[src/design/mkrs_pkg.sv]
package mkrs_pkg;

    localparam int POS_W = 6;
    localparam int SPEC_W = 3;
    localparam int NAME_W = 64;
    localparam int COURSE_W = 4;

    typedef struct packed {
        logic [SPEC_W-1:0]   spec;
        logic [NAME_W-1:0]   name_hi;
        logic [NAME_W-1:0]   name_lo;
        logic [COURSE_W-1:0] course;
        logic [POS_W-1:0]    pos;
    } record_t;

    // per-cycle command broadcast to every cell
    typedef struct packed {
        logic insert;
        logic shift_out;
    } cell_ctl_t;

    typedef enum logic [1:0] {
        ST_FILL  = 2'b01,
        ST_DRAIN = 2'b10
    } state_t;

    // keep the first `keep` bytes of a word, first byte in the top bits
    function automatic logic [NAME_W-1:0] byte_mask(input int keep);
        logic [NAME_W-1:0] m;
        m = '0;
        if (keep >= 8)
            m = '1;
        else if (keep > 0)
            m = {NAME_W{1'b1}} << (NAME_W - 8 * keep);
        return m;
    endfunction

    // strict "a sorts after b": specialty, then surname bytes, then course
    function automatic logic key_after(input record_t a, input record_t b);
        return {a.spec, a.name_hi, a.name_lo, a.course} >
               {b.spec, b.name_hi, b.name_lo, b.course};
    endfunction

endpackage

[src/design/mkrs_cell.sv]
module mkrs_cell (
    input  logic                clk,
    input  mkrs_pkg::cell_ctl_t ctl,
    input  logic                occupied,
    input  mkrs_pkg::record_t   new_rec,
    input  logic                prev_take,
    input  mkrs_pkg::record_t   prev_rec,
    input  mkrs_pkg::record_t   next_rec,
    output logic                take,
    output mkrs_pkg::record_t   rec
);

    mkrs_pkg::record_t rec_reg;
    mkrs_pkg::record_t rec_next;

    // cell moves on insert if it holds a larger key or is empty
    assign take = !occupied || mkrs_pkg::key_after(rec_reg, new_rec);

    always_comb
    begin
        rec_next = rec_reg;
        if (ctl.insert && take)
            rec_next = prev_take ? prev_rec : new_rec;
        else if (ctl.shift_out)
            rec_next = next_rec;
    end

    always_ff @(posedge clk)
    begin
        rec_reg <= rec_next;
    end

    assign rec = rec_reg;

endmodule

[config.mk]
export PLATFORM = sky130hd
export DESIGN_NAME = mkrs_cell
export DESIGN_NICKNAME = d
export VERILOG_FILES = /design/src/design/mkrs_pkg.sv /design/src/design/mkrs_cell.sv
export SDC_FILE = /design/constraint.sdc
export NUM_CORES = 1
export LEC_CHECK = 0
export ABC_AREA = 1
export ABC_CLOCK_PERIOD_IN_PS = 17300
export BUFFER_PORTS_ARGS = -buffer_cell sky130_fd_sc_hd__buf_2
export CAP_MARGIN = 5
export CORE_AREA = 3 3 218 220
export CTS_CLUSTER_DIAMETER = 60
export DETAILED_ROUTE_END_ITERATION = 12
export DIE_AREA = 0 0 221 223
export MAX_ROUTING_LAYER = met4
export PLACE_DENSITY = 0.57
export SLEW_MARGIN = 20
export SYNTH_ARGS = -nofsm -noshare
export SYNTH_HDL_FRONTEND = slang
export SYNTH_SLANG_ARGS = --single-unit
[constraint.sdc]
create_clock -name clk -period 17.3 [get_ports clk]
set_clock_uncertainty 0.15 [all_clocks]
set_input_delay 3.46 -clock clk [delete_from_list [all_inputs] [get_ports clk]]
set_output_delay 3.46 -clock clk [all_outputs]
set_load 0.02 [all_outputs]
==> results.json, run 1 <==
{
  "grt_pass1_vias": 12570,
  "drv_slew": 0,
  "vias": 12470,
  "cts.repair.resized": 0,
  "fmax_mhz": 100.2,
  "min_path_type": "reg -> reg",
  "status": "finished, final reports clean",
  "end_kind": "output pin",
  "seqCellArea_sq_mm": 0.004234,
  "synth_nets": 2119,
  "setup_viol": 0,
  "fp.dieH_microns": 223,
  "design_area_sq_mm": 0.01530,
  "hold_viol_final": 0,
  "setup_tns_ps": 0,
  "nFillCells": 4904,
  "cts_tree": "built",
  "dieArea_sq_mm": 0.04928,
  "first_iter_violations": 806,
  "syn-cell-area_sq_mm": 0.01143,
  "io_pins": 570,
  "cts_sinks": 141,
  "grt.overflow.total": 0,
  "synth.avg_cell_area_sq_um": 7.344,
  "crit_fanout": 55,
  "relSlewSlack": 0.3151,
  "path_class": "in -> out",
  "dp.cells": 2657,
  "total_power_uw": 1272,
  "multiInputGateArea_sq_mm": 0.006158,
  "max-cap-violations": 0,
  "clk_pin_slew_worst_paths_ps": 60,
  "grt_pass1_wl_microns": 72590,
  "placementRows": 78,
  "ys_warn_count": 0,
  "post_cts_buffers": 0,
  "die_w_microns": 221,
  "seq_area_frac_synth": 0.3705,
  "irDropWorstVdd_mv": 0.05167,
  "clk_latency_ps": 480,
  "via_per_inst": 4.635,
  "critPathArrivalTime_ps": 6370,
  "nets": 2639,
  "worst_pin_slew_ps": 1027,
  "cts_buffer_depth": 2,
  "dpl.hpwl_microns": 38560,
  "wl_microns": 48520,
  "drtAntennaViolNets": 0,
  "fin_cells": 2690,
  "largest_reg_flops": 141,
  "antenna_found_initial": 2,
  "htree_levels": 4,
  "placed_cell_area_sq_mm": 0.01473,
  "power_leakage_uw": 0.008379,
  "drtPass1Iterations": 5,
  "grt_setup_unrepaired": "no",
  "drc": 0,
  "drive_above_1_share": 0.2955,
  "fin_crit_sh": 0.5770,
  "syn_inst": 1556,
  "power_density_mw_per_mm2": 83.14,
  "syn_to_final_growth_pct": 33.87,
  "gp_congestion": 0.9495,
  "io_buffers": 569,
  "core_sq_mm": 0.04548,
  "critPathRequiredTime_ps": 13690,
  "numCtsBuffers": 17,
  "wl_per_cell_microns": 18.04,
  "min_period_ps": 9983,
  "start_util": 0.2513,
  "grt_max_degree": 97,
  "ys_ff_latch": 141,
  "synth_cell_types": 26,
  "crit_path_start_kind": "primary input",
  "root_buffer": "clkbuf_16",
  "grt_usage": 0.1975,
  "cts_hold_buf": 0
}
[worst paths after layout]
kind,depth (start not counted),to,startpoint,slack (ps)
worst max register to register,16,rec[76],rec[40],11730
worst min register to register,9,rec[101],rec[63],1780
worst max-delay path,16,take,new_rec[39],7320
worst min-delay path,9,rec[101],rec[63],1780
[area by class of cell]
cell class / count / share of cell area
Tap cell: 600 / 0.04908
Timing Repair Buffer: 577 / 0.1907
Sequential cell: 141 / 0.2768
Antenna cell: 2 / 0.0003272
Inverter: 178 / 0.04368
Clock buffer: 22 / 0.02904
Clock inverter: 9 / 0.007852
Multi-Input combinational cell: 1161 / 0.4026
[synth_stat cells, drive strengths merged]
library cell	count	area share
a21o	7	0.0046
a21oi	56	0.025
and2	1	0.00055
and3	1	0.00055
buf	28	0.018
clkbuf	48	0.016
edfxtp	141	0.37
ha	135	0.15
inv	178	0.058
mux2	7	0.0069
nand2	588	0.19
nand3	151	0.066
nand3b	3	0.0020
nand4	11	0.0060
nor2	50	0.017
nor3	2	0.00088
nor3b	2	0.0013
nor4	1	0.00055
o21a	2	0.0013
o21ai	144	0.063
[routing by layer]
| metal | part of all wire | wire length, microns | vias up | GRT usage |
|---|---|---|---|---|
| met5 | 0 | 0 | - | - |
| met4 | 0.027 | 1287 | 0 | 0.07333 |
| met3 | 0.060 | 2926 | 65 | 0.04368 |
| met2 | 0.49 | 23790 | 540 | 0.3311 |
| met1 | 0.42 | 20520 | 5702 | 0.2329 |
| li1 | - | - | 6160 | - |
[kinds of logic after synthesis]
group / count (synthesis) / synth area share
AND/OR/NAND/NOR: 810 / 0.2893
flip-flops: 141 / 0.3705
adder cells (fa/ha/maj): 135 / 0.1478
multiplexers: 7 / 0.006898
buffers and inverters: 254 / 0.09197
AO/OA/AOI/OAI: 209 / 0.09351
[through the flow]
step                      hold WS [ps]  setup WS [ps]  utilization
final                             1784           7317       0.3364
after detailed placement          1804           7090       0.3238
after global routing              1942           6919       0.3364
after CTS                         1814           7074       0.3363
after global placement            1763           7094       0.3238
after floorplan                   1274           8520            -
[layout by cell type, fill, tap and decap left out, types with 4 or more instances in the layout]
| cell | instances |
|---|---|
| a21o_1 | 7 |
| buf_4 | 9 |
| edfxtp_1 | 141 |
| a21oi_1 | 56 |
| o21ai_0 | 144 |
| inv_1 | 174 |
| ha_1 | 135 |
| mux2_2 | 7 |
| nor2_1 | 48 |
| nand2_1 | 585 |
| nand4_1 | 11 |
| clkbuf_1 | 5 |
| buf_2 | 567 |
| inv_2 | 4 |
| clkbuf_16 | 17 |
| nand3_1 | 151 |
[power by group]
group / internal, uW / leakage, uW / switching, uW
Clock: 223 / 0.000273 / 153
Combinational: 150 / 0.00666 / 280
Sequential: 437 / 0.00145 / 29.1
[critical path, cell delays in order]
cell	delay, ps
buf_2	90
inv_1	60
ha_1	290
nand2_1	70
nor2_1	400
nand2_1	220
nor2_1	150
nand2_1	150
nor2_1	200
nand3_1	90
nand2_1	80
nor2_1	40
nand2_1	60
nand2_1	80
nand2_4	600
buf_2	310
Power figures use the tool's default switching activity.
==> run 2, diff against run 1 <==
--- a/config.mk
+++ b/config.mk
@@ -6,15 +6,15 @@
 export NUM_CORES = 1
 export LEC_CHECK = 0
 export ABC_AREA = 1
-export ABC_CLOCK_PERIOD_IN_PS = 17300
+export ABC_CLOCK_PERIOD_IN_PS = 8960
 export BUFFER_PORTS_ARGS = -buffer_cell sky130_fd_sc_hd__buf_2
 export CAP_MARGIN = 5
-export CORE_AREA = 3 3 218 220
+export CORE_AREA = 3 3 224 226
 export CTS_CLUSTER_DIAMETER = 60
 export DETAILED_ROUTE_END_ITERATION = 12
-export DIE_AREA = 0 0 221 223
+export DIE_AREA = 0 0 227 229
 export MAX_ROUTING_LAYER = met4
-export PLACE_DENSITY = 0.57
+export PLACE_DENSITY = 0.56
 export SLEW_MARGIN = 20
 export SYNTH_ARGS = -nofsm -noshare
 export SYNTH_HDL_FRONTEND = slang
==> constraint.sdc (replaced) <==
create_clock -name clk -period 8.96 [get_ports clk]
set_clock_uncertainty 0.15 [all_clocks]
set_input_delay 1.792 -clock clk [delete_from_list [all_inputs] [get_ports clk]]
set_output_delay 1.792 -clock clk [all_outputs]
set_load 0.02 [all_outputs]
==> run 2 against run 1 <==
- count of clock-buffer cells in the layout shrank 2
- largest power group unchanged
- largest cell class unchanged
- power grew 90%
- critical path type unchanged
- first-iteration DRC count shrank 25%
- setup slack lost 4500 ps
- critical path depth is the same
==> results.json, run 2 (synthesized netlist as in run 1, its figures left out) <==
{
  "r2r_end": "rec[63]",
  "grt_pass1_vias": 12400,
  "critPathRequiredTime_ps": 7020,
  "placementRows": 81,
  "p_int_uw": 1533,
  "fin_crit_sh": 0.6900,
  "clk_pin_slew_worst_paths_ps": 70,
  "cts_sinks": 141,
  "wl_per_cell_microns": 17.37,
  "cpMaxStageDelayCell": "nor2_1",
  "nFillCells": 5323,
  "relSlewSlack": 0.3067,
  "setup_tns_ps": 0,
  "root_buffer": "clkbuf_16",
  "crit_path_start_kind": "primary input",
  "wl_microns": 47220,
  "fin_cells": 2719,
  "pwr-share-clk": 0.287,
  "crit_fanout": 14,
  "r2r_slack_ps": 4330,
  "largest_reg_flops": 141,
  "drtAntennaViolNets": 0,
  "grt_pass1_wl_microns": 69250,
  "layout_commonest_cell": "nand2_1",
  "reg2reg_from": "rec[40]",
  "worst_slack_ps": 2777,
  "dp.cells": 2680,
  "fp.dieH_microns": 229,
  "min_period_ps": 6183,
  "fmax_mhz": 161.7,
  "critPathArrivalTime_ps": 4240,
  "vias": 12400,
  "start_util": 0.2354,
  "irDropWorstVdd_mv": 0.1181,
  "seq_power_share": 0.372,
  "cpPeakStageDelay_ps": 360,
  "numCtsBuffers": 17,
  "cts_buffer_depth": 2,
  "antenna_found_initial": 7,
  "setup_viol": 0,
  "grt.overflow.total": 0,
  "first_iter_violations": 608,
  "drc": 0,
  "hold_viol_final": 0,
  "path_class": "in -> out",
  "hold_depth": 10,
  "dieArea_sq_mm": 0.05198,
  "drv_slew": 0,
  "htree_levels": 4,
  "io_pins": 570,
  "dpl.hpwl_microns": 37810,
  "grt_setup_unrepaired": "no",
  "cts.repair.resized": 0,
  "status": "finished, final reports clean",
  "via_per_inst": 4.561,
  "post_cts_buffers": 0,
  "cts_hold_buf": 0,
  "crit_buf_inv": 3,
  "syn_to_final_growth_pct": 34.17,
  "grt_usage": 0.1816,
  "clk_latency_ps": 470,
  "pwr-share-comb": 0.341,
  "holdPathEnd": "rec[30]",
  "cp_top_family": "simple AND/OR/NAND/NOR gates",
  "p_sw_uw": 882.1,
  "path_cells": "buf_2 -> inv_1 -> ha_1 -> nand2_1 -> nor2_1 -> nand2_1 -> nor2_1 -> nand2_1 -> nor2_1 -> nand3_1 -> nand2_1 -> nor2_1 -> nand2_1 -> nand2_1 -> nand2_4 -> buf_2",
  "min_path_type": "reg -> reg",
  "core_sq_mm": 0.04855,
  "power_leakage_uw": 0.008383,
  "nets": 2640,
  "gp_congestion": 0.9032,
  "io_buffers": 569,
  "power_density_mw_per_mm2": 157.5,
  "max-cap-violations": 0,
  "worst_pin_slew_ps": 1040,
  "end_kind": "output pin",
  "drive_above_1_share": 0.2952,
  "crit_top_cell": "nand2_1",
  "die_w_microns": 227,
  "cts_tree": "built",
  "most-common-layout-cells": "585 x nand2_1, 567 x buf_2, 174 x inv_1",
  "drtPass1Iterations": 5,
  "grt_max_degree": 107,
  "worst_hold_startpoint": "rec[111]",
  "utilization": 0.3158,
  "swShare": 0.3652,
  "place_ws_ps": 2633,
  "worstRegToRegCells": 16
}
## run 2: how the worst max path moves through the flow
stage	depth (start not counted)	startpoint	slack (ps)	to
detailed placement	18	new_rec[40]	2630	rec[63]
finish	16	new_rec[40]	2780	take
CTS	16	new_rec[40]	2620	take
global placement	18	new_rec[40]	2600	rec[69]
global route	16	new_rec[40]	2540	take
floorplan	18	new_rec[140]	1850	rec[0]
## run 2: per-stage QoR
step           cell area, sq um  hold WS [ps]  total power (uW)
2_1_floorplan             11430          1274              1401
3_3_place_gp              14780          1421              1735
3_5_place_dp              14780          1446              1744
4_1_cts                   15310          1384              2451
5_1_grt                   15330          1403              2572
6_report                  15330          1382              2415
## run 2: cell type report
class | count | area [sq um] | area share
inverters | 178 | 668.1 | 0.04358
repair buffers | 578 | 2937 | 0.1915
flip-flops and latches | 141 | 4234 | 0.2762
well taps | 622 | 778.2 | 0.05076
multi-input cells | 1161 | 6158 | 0.4017
clock inverters | 12 | 102.6 | 0.006692
clock buffers | 20 | 436.7 | 0.02848
diodes | 7 | 17.52 | 0.001142
## run 2: tightest hold or removal path, delay by kind of cell (launching register included)
kind          cells  cell delay [ps]
simple gates      9              840
flops             1              340
fa+ha+maj         1              230
## run 2: power by group through the flow
stage	clock, uW	sequential (uW)	combinational (uW)
after floorplan	0	1010	387
after global placement	0	911	824
after detailed placement	0	914	830
after CTS	715	901	835
after global routing	737	908	927
final	692	900	823
## run 2: per-layer routing
layer,global-route usage,wire [microns],vias to the layer above
met4,0.07276,1455,0
met1,0.2059,19120,5623
met5,-,0,-
li1,-,-,6163
met2,0.3067,23060,539
met3,0.04435,3583,77
==> run 3, diff against run 2 <==
--- a/config.mk
+++ b/config.mk
@@ -6,13 +6,13 @@
 export NUM_CORES = 1
 export LEC_CHECK = 0
 export ABC_AREA = 1
-export ABC_CLOCK_PERIOD_IN_PS = 8960
+export ABC_CLOCK_PERIOD_IN_PS = 6360
 export BUFFER_PORTS_ARGS = -buffer_cell sky130_fd_sc_hd__buf_2
 export CAP_MARGIN = 5
-export CORE_AREA = 3 3 224 226
+export CORE_AREA = 3 3 220 222
 export CTS_CLUSTER_DIAMETER = 60
 export DETAILED_ROUTE_END_ITERATION = 12
-export DIE_AREA = 0 0 227 229
+export DIE_AREA = 0 0 223 225
 export MAX_ROUTING_LAYER = met4
 export PLACE_DENSITY = 0.56
 export SLEW_MARGIN = 20
==> constraint.sdc (replaced) <==
create_clock -name clk -period 6.36 [get_ports clk]
set_clock_uncertainty 0.15 [all_clocks]
set_input_delay 1.272 -clock clk [delete_from_list [all_inputs] [get_ports clk]]
set_output_delay 1.272 -clock clk [all_outputs]
set_load 0.02 [all_outputs]
==> run 3 against run 2 <==
- first-iteration DRC count rose by 19%
- hold slack worse by 440 ps
- critical path type unchanged
- cell count shrank 0.55%
- clock power is 39% higher
- cell area hardly changed
- combinational power grew 40%
- sequential share of layout area about the same
- critical endpoint unchanged
- core utilization rose by 1.4 points
- sequential power increased by 41%
- non-clock buffer count grew 4
==> results.json, run 3 (synthesized netlist as in run 1, its figures left out) <==
{
  "vias": 12440,
  "layout_commonest_cell": "nand2_1",
  "path_cells": "buf_2 -> inv_1 -> ha_1 -> nand2_1 -> nor2_1 -> nand2_1 -> nor2_1 -> nand2_1 -> nor2_1 -> nand3_1 -> nand2_1 -> nor2_1 -> nand2_1 -> nand2_1 -> nand2_4 -> buf_2",
  "r2r_slack_ps": 2400,
  "hold_viol_final": 0,
  "cts_tree": "built",
  "most-common-layout-cells": "585 x nand2_1, 567 x buf_2, 174 x inv_1",
  "power_density_mw_per_mm2": 220.7,
  "antenna_found_initial": 2,
  "grt_max_degree": 131,
  "die_w_microns": 223,
  "grt.overflow.total": 0,
  "fin_crit_sh": 0.7797,
  "core_sq_mm": 0.04656,
  "nets": 2644,
  "placementRows": 79,
  "drtPass1Iterations": 7,
  "io_buffers": 569,
  "cts_buffer_depth": 2,
  "worst_pin_slew_ps": 875.5,
  "largest_reg_flops": 141,
  "root_buffer": "clkbuf_16",
  "place_ws_ps": 1182,
  "cp_top_family": "simple AND/OR/NAND/NOR gates",
  "cpPeakStageDelay_ps": 420,
  "min_path_type": "in -> reg",
  "drive_above_1_share": 0.2970,
  "irDropWorstVdd_mv": 0.1527,
  "crit_fanout": 4,
  "critPathRequiredTime_ps": 4940,
  "setup_viol": 0,
  "dpl.hpwl_microns": 37510,
  "min_period_ps": 4959,
  "holdPathEnd": "rec[38]",
  "end_kind": "output pin",
  "crit_buf_inv": 3,
  "syn_to_final_growth_pct": 34.30,
  "grt_pass1_vias": 12340,
  "status": "finished, final reports clean",
  "cts_sinks": 141,
  "htree_levels": 4,
  "critPathArrivalTime_ps": 3540,
  "drc": 0,
  "placed_cell_area_sq_mm": 0.01480,
  "cts_hold_buf": 0,
  "first_iter_violations": 723,
  "power_leakage_uw": 0.008407,
  "drv_slew": 0,
  "reg2reg_from": "rec[40]",
  "wl_microns": 46640,
  "via_per_inst": 4.599,
  "r2r_end": "rec[57]",
  "worst_hold_startpoint": "next_rec[38]",
  "drtAntennaViolNets": 0,
  "crit_path_start_kind": "primary input",
  "fp.dieH_microns": 225,
  "numCtsBuffers": 17,
  "grt_usage": 0.1840,
  "gp_congestion": 0.9410,
  "setup_tns_ps": 0,
  "wl_per_cell_microns": 17.25,
  "hold_depth": 3,
  "design_area_sq_mm": 0.01535,
  "grt_setup_unrepaired": "no",
  "post_cts_buffers": 0,
  "dieArea_sq_mm": 0.05018,
  "crit_top_cell": "nand2_1",
  "clk_pin_slew_worst_paths_ps": 60,
  "grt_pass1_wl_microns": 69100,
  "max-cap-violations": 0,
  "cpMaxStageDelayCell": "nor2_1",
  "cts.repair.resized": 0,
  "path_class": "in -> out",
  "worst_slack_ps": 1401,
  "utilization": 0.3297,
  "fmax_mhz": 201.6,
  "relSlewSlack": 0.4163,
  "clk_latency_ps": 450,
  "worstRegToRegCells": 16,
  "io_pins": 570,
  "start_util": 0.2455
}
## run 3: cell count changes in the layout (fill, tap and decap cells not counted)
cell | before | now
clkinv_2 | 4 | 5
buf_4 | 9 | 12
clkinv_1 | 6 | 4
clkbuf_1 | 3 | 4
diode_2 | 7 | 3
buf_12 | 1 | 2
## run 3: area by class of cell
cell class              instances  area, sq um
clock buffers                  21        440.4
multi-input cells            1161         6158
repair buffers                582         2979
fillers                      5028        31210
well taps                     607        759.5
diodes                          3        7.507
flip-flops and latches        141         4234
clock inverters                11        100.1
inverters                     178        668.1
## run 3: layer usage
layer / vias to the layer above / part of all wire / global-route usage
li1: 6166 / - / -
met1: 5726 / 0.42 / 0.2188
met2: 501 / 0.49 / 0.3113
met3: 42 / 0.068 / 0.04077
met4: 0 / 0.023 / 0.05742
met5: - / 0 / -
## run 3: worst min-delay path: cells and delay by family
| family | cells | cell delay [ps] |
|---|---|---|
| and+or+nand+nor | 2 | 80 |
| buffers and inverters | 1 | 70 |
## run 3: worst max-delay path by stage
stage                     cells past startpoint          from       to  slack, ps
after detailed placement                     18   new_rec[40]  rec[54]       1180
after CTS                                    16   new_rec[40]     take       1180
final                                        16   new_rec[40]     take       1400
after global routing                         16   new_rec[40]     take       1070
after global placement                       16   new_rec[40]     take       1120
after floorplan                              18  new_rec[140]   rec[0]       1160
## run 3: power breakdown
group | switching, uW | internal (uW) | total (uW)
registers | 82.2 | 1190 | 1270
logic | 743 | 411 | 1150
clock network | 396 | 567 | 963
## run 3: stage by stage
stage          hold WS (ps)  cells  power [uW]
3_5_place_dp           1390   2669        2452
4_1_cts               887.4   2701        3440
6_report              939.1   2704        3387
2_1_floorplan          1274   1556        1969
3_3_place_gp           1386   2669        2442
5_1_grt               898.3   2703        3612
